File: src/rtl/mstt_pkg.sv
// ----------------------------------------------------------------------------
// mstt_pkg
// shared types and codes for the multi-slot repeat timer
// ----------------------------------------------------------------------------
`default_nettype none

package mstt_pkg;

  localparam logic [1:0] FUNC_ARM    = 2'd0;
  localparam logic [1:0] FUNC_FREE   = 2'd1;
  localparam logic [1:0] FUNC_UPDATE = 2'd2;

  localparam logic [1:0] KIND_ACK   = 2'd0;
  localparam logic [1:0] KIND_FIRED = 2'd1;
  localparam logic [1:0] KIND_CLOSE = 2'd2;

  localparam logic signed [16:0] LOOP_FOREVER = -17'sd1;
  localparam logic signed [16:0] LOOP_ONE     = 17'sd1;

  // request as held in the front queue
  typedef struct packed {
    logic [1:0]         func;
    logic [3:0]         slot;
    logic               slot_ok;
    logic [30:0]        period_ms;
    logic signed [16:0] loop_count;
    logic [31:0]        now_ms;
  } cmd_t;

  // one result item without count and last marker
  typedef struct packed {
    logic [1:0] kind;
    logic [3:0] slot;
    logic       expired;
  } res_t;

endpackage

`default_nettype wire

File: src/rtl/multi_slot_repeat_timer.sv
// ----------------------------------------------------------------------------
// multi_slot_repeat_timer
// table of repeating millisecond timer slots
// ----------------------------------------------------------------------------
// requests arm a slot, free a slot, or update the table at a millisecond
// time. an arm or free accepted into an empty queue shows its single
// acknowledge once it has passed the result buffer and the output register.
// an update walks every slot in ascending order: an idle slot takes only
// the read state, an armed one the read state (payload memory read) and
// then the evaluate state (compare and write back); a closing result
// follows. results of a request are buffered and shown only once the
// whole request is done, so active_count is the count after the request;
// the next request starts only after all its results are popped. a
// two-entry request queue lets push continue while the scan runs.
`default_nettype none

module multi_slot_repeat_timer #(
  parameter int NUM_SLOTS = 16
) (
  input  wire               clk_i,
  input  wire               rst_ni,
  // request side
  input  wire               push,
  output logic              full,
  input  wire  [1:0]        func_i,
  input  wire  [3:0]        slot_i,
  input  wire  [30:0]       period_ms_i,
  input  wire  signed [16:0] loop_count_i,
  input  wire  [31:0]       now_ms_i,
  // result side
  output logic              empty,
  input  wire               pop,
  output logic [1:0]        kind_o,
  output logic [3:0]        fired_slot_o,
  output logic              expired_o,
  output logic [4:0]        active_count_o,
  output logic              last_o
);
  import mstt_pkg::*;

  logic cmd_valid, cmd_pop;
  cmd_t cmd;

  // front: request queue and slot range check
  mstt_front #(.NUM_SLOTS(NUM_SLOTS)) u_front (
    .clk_i        (clk_i),
    .rst_ni       (rst_ni),
    .push         (push),
    .full         (full),
    .func_i       (func_i),
    .slot_i       (slot_i),
    .period_ms_i  (period_ms_i),
    .loop_count_i (loop_count_i),
    .now_ms_i     (now_ms_i),
    .cmd_valid_o  (cmd_valid),
    .cmd_o        (cmd),
    .cmd_pop_i    (cmd_pop)
  );

  // back: slot table, scan engine, result buffer
  mstt_back #(.NUM_SLOTS(NUM_SLOTS)) u_back (
    .clk_i          (clk_i),
    .rst_ni         (rst_ni),
    .cmd_valid_i    (cmd_valid),
    .cmd_i          (cmd),
    .cmd_pop_o      (cmd_pop),
    .empty          (empty),
    .pop            (pop),
    .kind_o         (kind_o),
    .fired_slot_o   (fired_slot_o),
    .expired_o      (expired_o),
    .active_count_o (active_count_o),
    .last_o         (last_o)
  );

endmodule

`default_nettype wire

File: src/rtl/mstt_front.sv
// ----------------------------------------------------------------------------
// mstt_front
// accepts requests, checks the slot range and queues them for the back end
// ----------------------------------------------------------------------------
`default_nettype none

module mstt_front #(
  parameter int NUM_SLOTS = 16
) (
  input  wire                 clk_i,
  input  wire                 rst_ni,
  input  wire                 push,
  output logic                full,
  input  wire  [1:0]          func_i,
  input  wire  [3:0]          slot_i,
  input  wire  [30:0]         period_ms_i,
  input  wire  signed [16:0]  loop_count_i,
  input  wire  [31:0]         now_ms_i,
  output logic                cmd_valid_o,
  output mstt_pkg::cmd_t      cmd_o,
  input  wire                 cmd_pop_i
);
  import mstt_pkg::*;

  cmd_t       q_mem [2];
  logic       wr_q, rd_q;
  logic [1:0] cnt_q;
  logic       do_push, do_pop;
  cmd_t       cmd_in;

  assign full        = (cnt_q == 2'd2);
  assign do_push     = push && !full;
  assign cmd_valid_o = (cnt_q != 2'd0);
  assign do_pop      = cmd_pop_i && cmd_valid_o;
  assign cmd_o       = q_mem[rd_q];

  always_comb begin
    cmd_in.func       = func_i;
    cmd_in.slot       = slot_i;
    cmd_in.slot_ok    = (32'(slot_i) < 32'(NUM_SLOTS));
    cmd_in.period_ms  = period_ms_i;
    cmd_in.loop_count = loop_count_i;
    cmd_in.now_ms     = now_ms_i;
  end

  always_ff @(posedge clk_i) begin
    if (do_push) begin
      q_mem[wr_q] <= cmd_in;
    end
  end

  always_ff @(posedge clk_i or negedge rst_ni) begin
    if (!rst_ni) begin
      wr_q  <= 1'b0;
      rd_q  <= 1'b0;
      cnt_q <= 2'd0;
    end else begin
      if (do_push) wr_q <= ~wr_q;
      if (do_pop)  rd_q <= ~rd_q;
      cnt_q <= cnt_q + 2'(do_push) - 2'(do_pop);
    end
  end

endmodule

`default_nettype wire

File: src/rtl/mstt_back.sv
// ----------------------------------------------------------------------------
// mstt_back
// slot table, update scan and result buffer
// ----------------------------------------------------------------------------
`default_nettype none

module mstt_back #(
  parameter int NUM_SLOTS = 16
) (
  input  wire            clk_i,
  input  wire            rst_ni,
  input  wire            cmd_valid_i,
  input  mstt_pkg::cmd_t cmd_i,
  output logic           cmd_pop_o,
  output logic           empty,
  input  wire            pop,
  output logic [1:0]     kind_o,
  output logic [3:0]     fired_slot_o,
  output logic           expired_o,
  output logic [4:0]     active_count_o,
  output logic           last_o
);
  import mstt_pkg::*;

  localparam int IW    = (NUM_SLOTS > 1) ? $clog2(NUM_SLOTS) : 1;
  localparam int CW    = $clog2(NUM_SLOTS + 1);
  localparam int RDEP  = NUM_SLOTS + 1;
  localparam int AW    = $clog2(RDEP);
  localparam int PW    = $clog2(RDEP + 1);

  localparam logic [2:0] S_IDLE  = 3'd0;
  localparam logic [2:0] S_RD    = 3'd1;
  localparam logic [2:0] S_EV    = 3'd2;
  localparam logic [2:0] S_CLOSE = 3'd3;
  localparam logic [2:0] S_DRAIN = 3'd4;

  logic [2:0]           state_q;
  logic [IW-1:0]        idx_q;
  logic [NUM_SLOTS-1:0] armed_q, started_q;
  logic [CW-1:0]        total_q;

  logic [31:0]        tm_start [NUM_SLOTS];
  logic [30:0]        tm_int   [NUM_SLOTS];
  logic signed [16:0] tm_loop  [NUM_SLOTS];
  logic [31:0]        st_rd_q;
  logic [30:0]        int_rd_q;
  logic signed [16:0] loop_rd_q;

  res_t          res_mem [RDEP];
  logic [PW-1:0] res_wr_q, res_rd_q;
  logic          out_v_q, out_last_q;
  res_t          out_q;

  // scan evaluation
  logic [31:0] elapsed;
  logic        fire, reload, is_last_idx, drained, out_load;
  logic [IW-1:0] slot_idx;

  assign slot_idx    = IW'(cmd_i.slot);
  assign is_last_idx = (32'(idx_q) == 32'(NUM_SLOTS - 1));
  assign elapsed     = started_q[idx_q] ? (cmd_i.now_ms - st_rd_q) : 32'd0;
  assign fire        = !(elapsed < {1'b0, int_rd_q});
  assign reload      = (loop_rd_q == LOOP_FOREVER) || (loop_rd_q > LOOP_ONE);
  assign cmd_pop_o   = cmd_valid_i &&
                       (state_q == S_CLOSE || (state_q == S_IDLE &&
                        cmd_i.func != FUNC_UPDATE));
  assign drained     = (res_rd_q == res_wr_q) && !out_v_q;
  assign out_load    = (state_q == S_DRAIN) && (res_rd_q != res_wr_q) &&
                       (!out_v_q || pop);

  // slot payload stores
  always_ff @(posedge clk_i) begin
    if (state_q == S_IDLE && cmd_valid_i && cmd_i.func == FUNC_ARM && cmd_i.slot_ok) begin
      tm_int[slot_idx]  <= cmd_i.period_ms;
      tm_loop[slot_idx] <= cmd_i.loop_count;
    end else if (state_q == S_EV && fire && reload && loop_rd_q != LOOP_FOREVER) begin
      tm_loop[idx_q] <= loop_rd_q - LOOP_ONE;
    end
    if (state_q == S_EV && (!started_q[idx_q] || (fire && reload))) begin
      tm_start[idx_q] <= cmd_i.now_ms;
    end
    if (state_q == S_RD) begin
      st_rd_q   <= tm_start[idx_q];
      int_rd_q  <= tm_int[idx_q];
      loop_rd_q <= tm_loop[idx_q];
    end
  end

  // result buffer
  always_ff @(posedge clk_i) begin
    if (state_q == S_IDLE && cmd_valid_i && cmd_i.func != FUNC_UPDATE) begin
      res_mem[res_wr_q[AW-1:0]] <= '{kind: KIND_ACK, slot: cmd_i.slot, expired: 1'b0};
    end else if (state_q == S_EV && fire) begin
      res_mem[res_wr_q[AW-1:0]] <= '{kind: KIND_FIRED, slot: 4'(idx_q),
                                     expired: !reload};
    end else if (state_q == S_CLOSE) begin
      res_mem[res_wr_q[AW-1:0]] <= '{kind: KIND_CLOSE, slot: 4'd0, expired: 1'b0};
    end
    if (out_load) begin
      out_q      <= res_mem[res_rd_q[AW-1:0]];
      out_last_q <= (res_rd_q + PW'(1) == res_wr_q);
    end
  end

  always_ff @(posedge clk_i or negedge rst_ni) begin
    if (!rst_ni) begin
      state_q   <= S_IDLE;
      idx_q     <= '0;
      armed_q   <= '0;
      started_q <= '0;
      total_q   <= '0;
      res_wr_q  <= '0;
      res_rd_q  <= '0;
      out_v_q   <= 1'b0;
    end else begin
      if (out_load) begin
        out_v_q  <= 1'b1;
        res_rd_q <= res_rd_q + PW'(1);
      end else if (pop && out_v_q) begin
        out_v_q <= 1'b0;
      end
      unique case (state_q)
        S_IDLE: begin
          if (cmd_valid_i) begin
            if (cmd_i.func == FUNC_UPDATE) begin
              idx_q   <= '0;
              state_q <= S_RD;
            end else begin
              if (cmd_i.slot_ok && cmd_i.func == FUNC_ARM) begin
                if (!armed_q[slot_idx]) total_q <= total_q + CW'(1);
                armed_q[slot_idx]   <= 1'b1;
                started_q[slot_idx] <= 1'b0;
              end else if (cmd_i.slot_ok && cmd_i.func == FUNC_FREE &&
                           armed_q[slot_idx]) begin
                armed_q[slot_idx]   <= 1'b0;
                started_q[slot_idx] <= 1'b0;
                total_q             <= total_q - CW'(1);
              end
              res_wr_q <= res_wr_q + PW'(1);
              state_q  <= S_DRAIN;
            end
          end
        end
        S_RD: begin
          if (armed_q[idx_q]) begin
            state_q <= S_EV;
          end else if (is_last_idx) begin
            state_q <= S_CLOSE;
          end else begin
            idx_q <= idx_q + IW'(1);
          end
        end
        S_EV: begin
          started_q[idx_q] <= 1'b1;
          if (fire) begin
            res_wr_q <= res_wr_q + PW'(1);
            if (!reload) begin
              armed_q[idx_q]   <= 1'b0;
              started_q[idx_q] <= 1'b0;
              total_q          <= total_q - CW'(1);
            end
          end
          if (is_last_idx) begin
            state_q <= S_CLOSE;
          end else begin
            idx_q   <= idx_q + IW'(1);
            state_q <= S_RD;
          end
        end
        S_CLOSE: begin
          res_wr_q <= res_wr_q + PW'(1);
          state_q  <= S_DRAIN;
        end
        S_DRAIN: begin
          if (drained) begin
            res_wr_q <= '0;
            res_rd_q <= '0;
            state_q  <= S_IDLE;
          end
        end
        default: state_q <= S_IDLE;
      endcase
    end
  end

  assign empty          = !out_v_q;
  assign kind_o         = out_q.kind;
  assign fired_slot_o   = out_q.slot;
  assign expired_o      = out_q.expired;
  assign last_o         = out_last_q;
  assign active_count_o = 5'(total_q);

endmodule

`default_nettype wire
File: config.mk
export PLATFORM = sky130hd
export DESIGN_NAME = multi_slot_repeat_timer
export DESIGN_NICKNAME = d
export VERILOG_FILES = /design/src/rtl/mstt_pkg.sv /design/src/rtl/multi_slot_repeat_timer.sv /design/src/rtl/mstt_front.sv /design/src/rtl/mstt_back.sv
export SDC_FILE = /design/constraint.sdc
export NUM_CORES = 2
export LEC_CHECK = 0
export BUFFER_PORTS_ARGS = -buffer_cell sky130_fd_sc_hd__buf_2
export CORE_ASPECT_RATIO = 1.25
export CORE_MARGIN = 4
export CORE_UTILIZATION = 50
export CTS_CLUSTER_SIZE = 24
export DETAILED_ROUTE_END_ITERATION = 16
export PLACE_DENSITY = 0.74
export SYNTH_ARGS = -nofsm -noshare
export SYNTH_HDL_FRONTEND = slang
export SYNTH_HIERARCHICAL = 1
export SYNTH_SLANG_ARGS = --single-unit
File: constraint.sdc
create_clock -name clk_i -period 6.2 [get_ports clk_i]
set_input_delay 0.93 -clock clk_i [delete_from_list [all_inputs] [get_ports clk_i]]
set_output_delay 0.93 -clock clk_i [all_outputs]
set_load 0.01 [all_outputs]
==> results.md <==
* Outcome: finished, final reports clean
* Reg2reg setup slack at 0.28 ns
* TritonCTS clock tree: built
* Crit path launch type: flip-flop
* Main synth FF type: edfxtp_1
* Fin crit share at 0.955
* Area Growth Syn to Fin at 15.5%
* Leakage at 25.6 nW
* Startpoint of the worst register-to-register path: u_front/rd_q
* Post-placement cell count at 5357
* DP HPWL at 99400 µm
* Initial DRC count at 3874
* Per-cell routed wire length at 28.8 µm
* Total routed wirelength at around 160000 µm
* Seq/Total Area, Yosys at 0.745
* Clock Latency Late Sink at approximately 0.79 ns
* Commonest non-fill, non-tap cell in the layout: edfxtp_1
* Synth async-reset ratio at 0.0343
* Clock Skew at 0.0269 ns
* PwrDens at 415 nW/µm²
* Clock Pin Slew Worst Setup and Hold Paths at 0.06 ns
* Gr usage total at 0.228
* Max-cap violations at 0
* Die Y at 423 µm
* Peak supply drop at roughly 340 µV
* Initial antenna violation count at 8
* Critical Path End Type: flip-flop
* Largest net degree at the start of global routing at 155
* Critical R2R Capture: u_back/tm_loop[4][5]
* Die Width at 340 µm
* Vias in the first global route at 35700
* First-pass GRT wire length at 240000 µm
* GP Congestion at 0.905
* Hold depth at 1
* Root Driver: clkbuf_16
* Max-slew headroom at 0.289
* Final worst slack at about 0.28 ns
* Cells after Synth at 3320
* Hold Buf Count CTS at 0
* Hold crit path type: input pin to flip-flop
* CP max FO at 9
* Clk sink count at 1718
* DRC violations left at 0
* Via density at 6.13
* CORE AREA at between 100000 and 150000 µm²
* Fin crit period at 5.92 ns
* FF-to-FF path depth at 26
* Fraction of layout instances using a drive strength above 1 at 0.322
* FP Rows at 152
* Final Slew Violations at 0
* Ports at 105
* CTS buffer count at between 150 and 200
* Die area at 144000 µm²
* Overflow after GRT at 0
* Fin nets at between 3000 and 4000
* Buffers added on ports at 104
* Worst setup path class: flip-flop to flip-flop
* Fmax at about 170 MHz
* Final core utilization at 0.581
* CTS Buffer Depth at 3
* Synth warnings at 6
* Setup-failing EPs final at 0
* Mapped Nets at 3488
* H-tree Lvls at 4
* Critical Path RT at 6.73 ns
* Drt first pass iters at 6
* Starting Density at 0.502
* Final Hold Fails at 0
* Worst-margin pin slew at 1.07 ns
* Most frequent cells in the layout: 1659 x edfxtp_1, 448 x mux4_2, 167 x buf_4, 166 x clkbuf_16, 104 x buf_2
* Hold path endpoint: u_front/q_mem[1][84]
* Post-synth EDFFs at roughly 1700
* Hold path start: func_i[0]
* Final ANT Viol Nets at 0
* RSZ-0062 raised after global routing: false
* Via count at 34700
* Yosys reg bits at roughly 1700
* Syn_area_per_cell at 20.8 µm²
* Post-place setup slack at -0.406 ns
* Synthesized cell area at 68900 µm²
* Finished Layout Cells at between 5000 and 6000
* Worst EP arrival at 6.45 ns
* Count of cell types in the netlist at about 80
synthesized netlist by cell type, types with 29 or more instances:
library cell	n	area share
a21oi_1	65	0.0047
nand2_1	92	0.0050
nor2_1	90	0.0049
dfrtp_1	59	0.021
inv_1	102	0.0056
mux4_2	448	0.15
mux2_2	64	0.010
edfxtp_1	1659	0.72
mux2_4	30	0.0065
o21ai_0	83	0.0060
clkbuf_1	105	0.0057
xnor2_1	31	0.0039
nand3_1	31	0.0023
buf_1	29	0.0016
ha_1	77	0.014
worst max-delay path, cell delays in order (launching register included):
cell and delay (ns):
dfrtp_4 0.46, buf_6 0.18, mux2_2 0.37, ha_1 0.31, a21o_1 0.18, a21o_1 0.20
a2111oi_2 0.46, o2111ai_2 0.26, buf_4 0.20, and2_1 0.14, a31oi_1 0.22, xor2_1 0.19
nor2_1 0.06, ha_1 0.22, a21o_1 0.17, a211o_1 0.28, o211ai_1 0.10, a31oi_1 0.11
or3_4 0.38, a21oi_4 0.16, buf_12 0.14, a21boi_2 0.07, buf_4 0.17, buf_4 0.15
nand2_2 0.13, o32ai_4 0.14, buf_12 0.19
flip-flops by register name, summed over array words and instances (netlist names), named ones only:
name	flops
u_front/wr_q	1
u_back/kind_o	2
u_front/cnt_q	2
u_back/fired_slot_o	4
u_front/q_mem	172
u_back/idx_q	4
u_back/tm_loop	272
u_back/expired_o	1
u_back/out_v_q	1
u_back/res_mem	119
u_back/res_wr_q	5
u_back/tm_int	496
u_back/active_count_o	5
u_back/tm_start	512
u_back/loop_rd_q	17
u_back/state_q	3
u_back/int_rd_q	31
u_front/rd_q	1
u_back/st_rd_q	32
u_back/last_o	1
u_back/res_rd_q	5
metrics by stage:
stage / hold slack, ns / power (mW) / setup TNS, ns / area (µm²)
3_5_place_dp: 0.478 / 23.3 / -84.33 / 74100
3_3_place_gp: 0.470 / 23.1 / -35.93 / 74100
6_report: 0.342 / 33.0 / 0 / 79600
2_1_floorplan: 0.460 / 20.5 / -135.17 / 68900
4_1_cts: 0.274 / 33.2 / 0 / 79500
5_1_grt: 0.299 / 34.4 / 0 / 79600
metal layers:
metal	global-route usage	share of wire	up-vias
li1	-	-	14400
met1	0.298	0.38	18400
met2	0.391	0.52	1460
met3	0.0374	0.066	361
met4	0.0782	0.037	6
met5	0	0.00024	-
cell type report:
class / count / area [µm²]
Sequential cell: 1718 / 51300
Timing Repair Buffer: 348 / 3310
Tap cell: 1848 / 2310
Multi-Input combinational cell: 1344 / 17000
Clock buffer: 203 / 4320
Fill cell: 9680 / 57500
Inverter: 102 / 383
Antenna cell: 4 / 10.0
Clock inverter: 87 / 961
where the power goes:
group | leakage, nW | internal, mW | switching (mW)
Sequential | 15.7 | 14.6 | 0.466
Combinational | 7.36 | 3.55 | 4.52
Clock | 2.55 | 5.73 | 4.15
worst max-delay path by stage:
stage,startpoint,end,cells past startpoint,slack [ns]
final,u_front/rd_q,u_back/tm_loop[4][5],26,0.28
after global routing,u_front/rd_q,u_back/tm_loop[4][4],27,0.03
after CTS,u_front/rd_q,u_back/tm_loop[4][5],26,0.003
after detailed placement,u_front/rd_q,u_back/tm_loop[12][7],23,-0.41
after global placement,u_front/rd_q,u_back/tm_loop[14][7],25,-0.23
after floorplan,u_front/rd_q,u_back/tm_start[0][0],26,-0.34
kinds of logic after synthesis:
| kind of cell | synth area share |
|---|---|
| AO/OA/AOI/OAI | 0.0274 |
| XOR/XNOR | 0.00674 |
| adder cells (fa/ha/maj) | 0.0143 |
| buffers and inverters | 0.0151 |
| flip-flops | 0.745 |
| multiplexers | 0.164 |
| other | 0.0000544 |
| AND/OR/NAND/NOR | 0.0274 |
timing repair:
item | 4_1_cts | 5_1_grt
setup endpoints to repair | 1235 | 1224
pin swaps | 2 | 5
buffers inserted | 3 | 0
gates resized for setup | 7 | 24
cloned | 0 | 0
(Power assumes the default switching activity.)
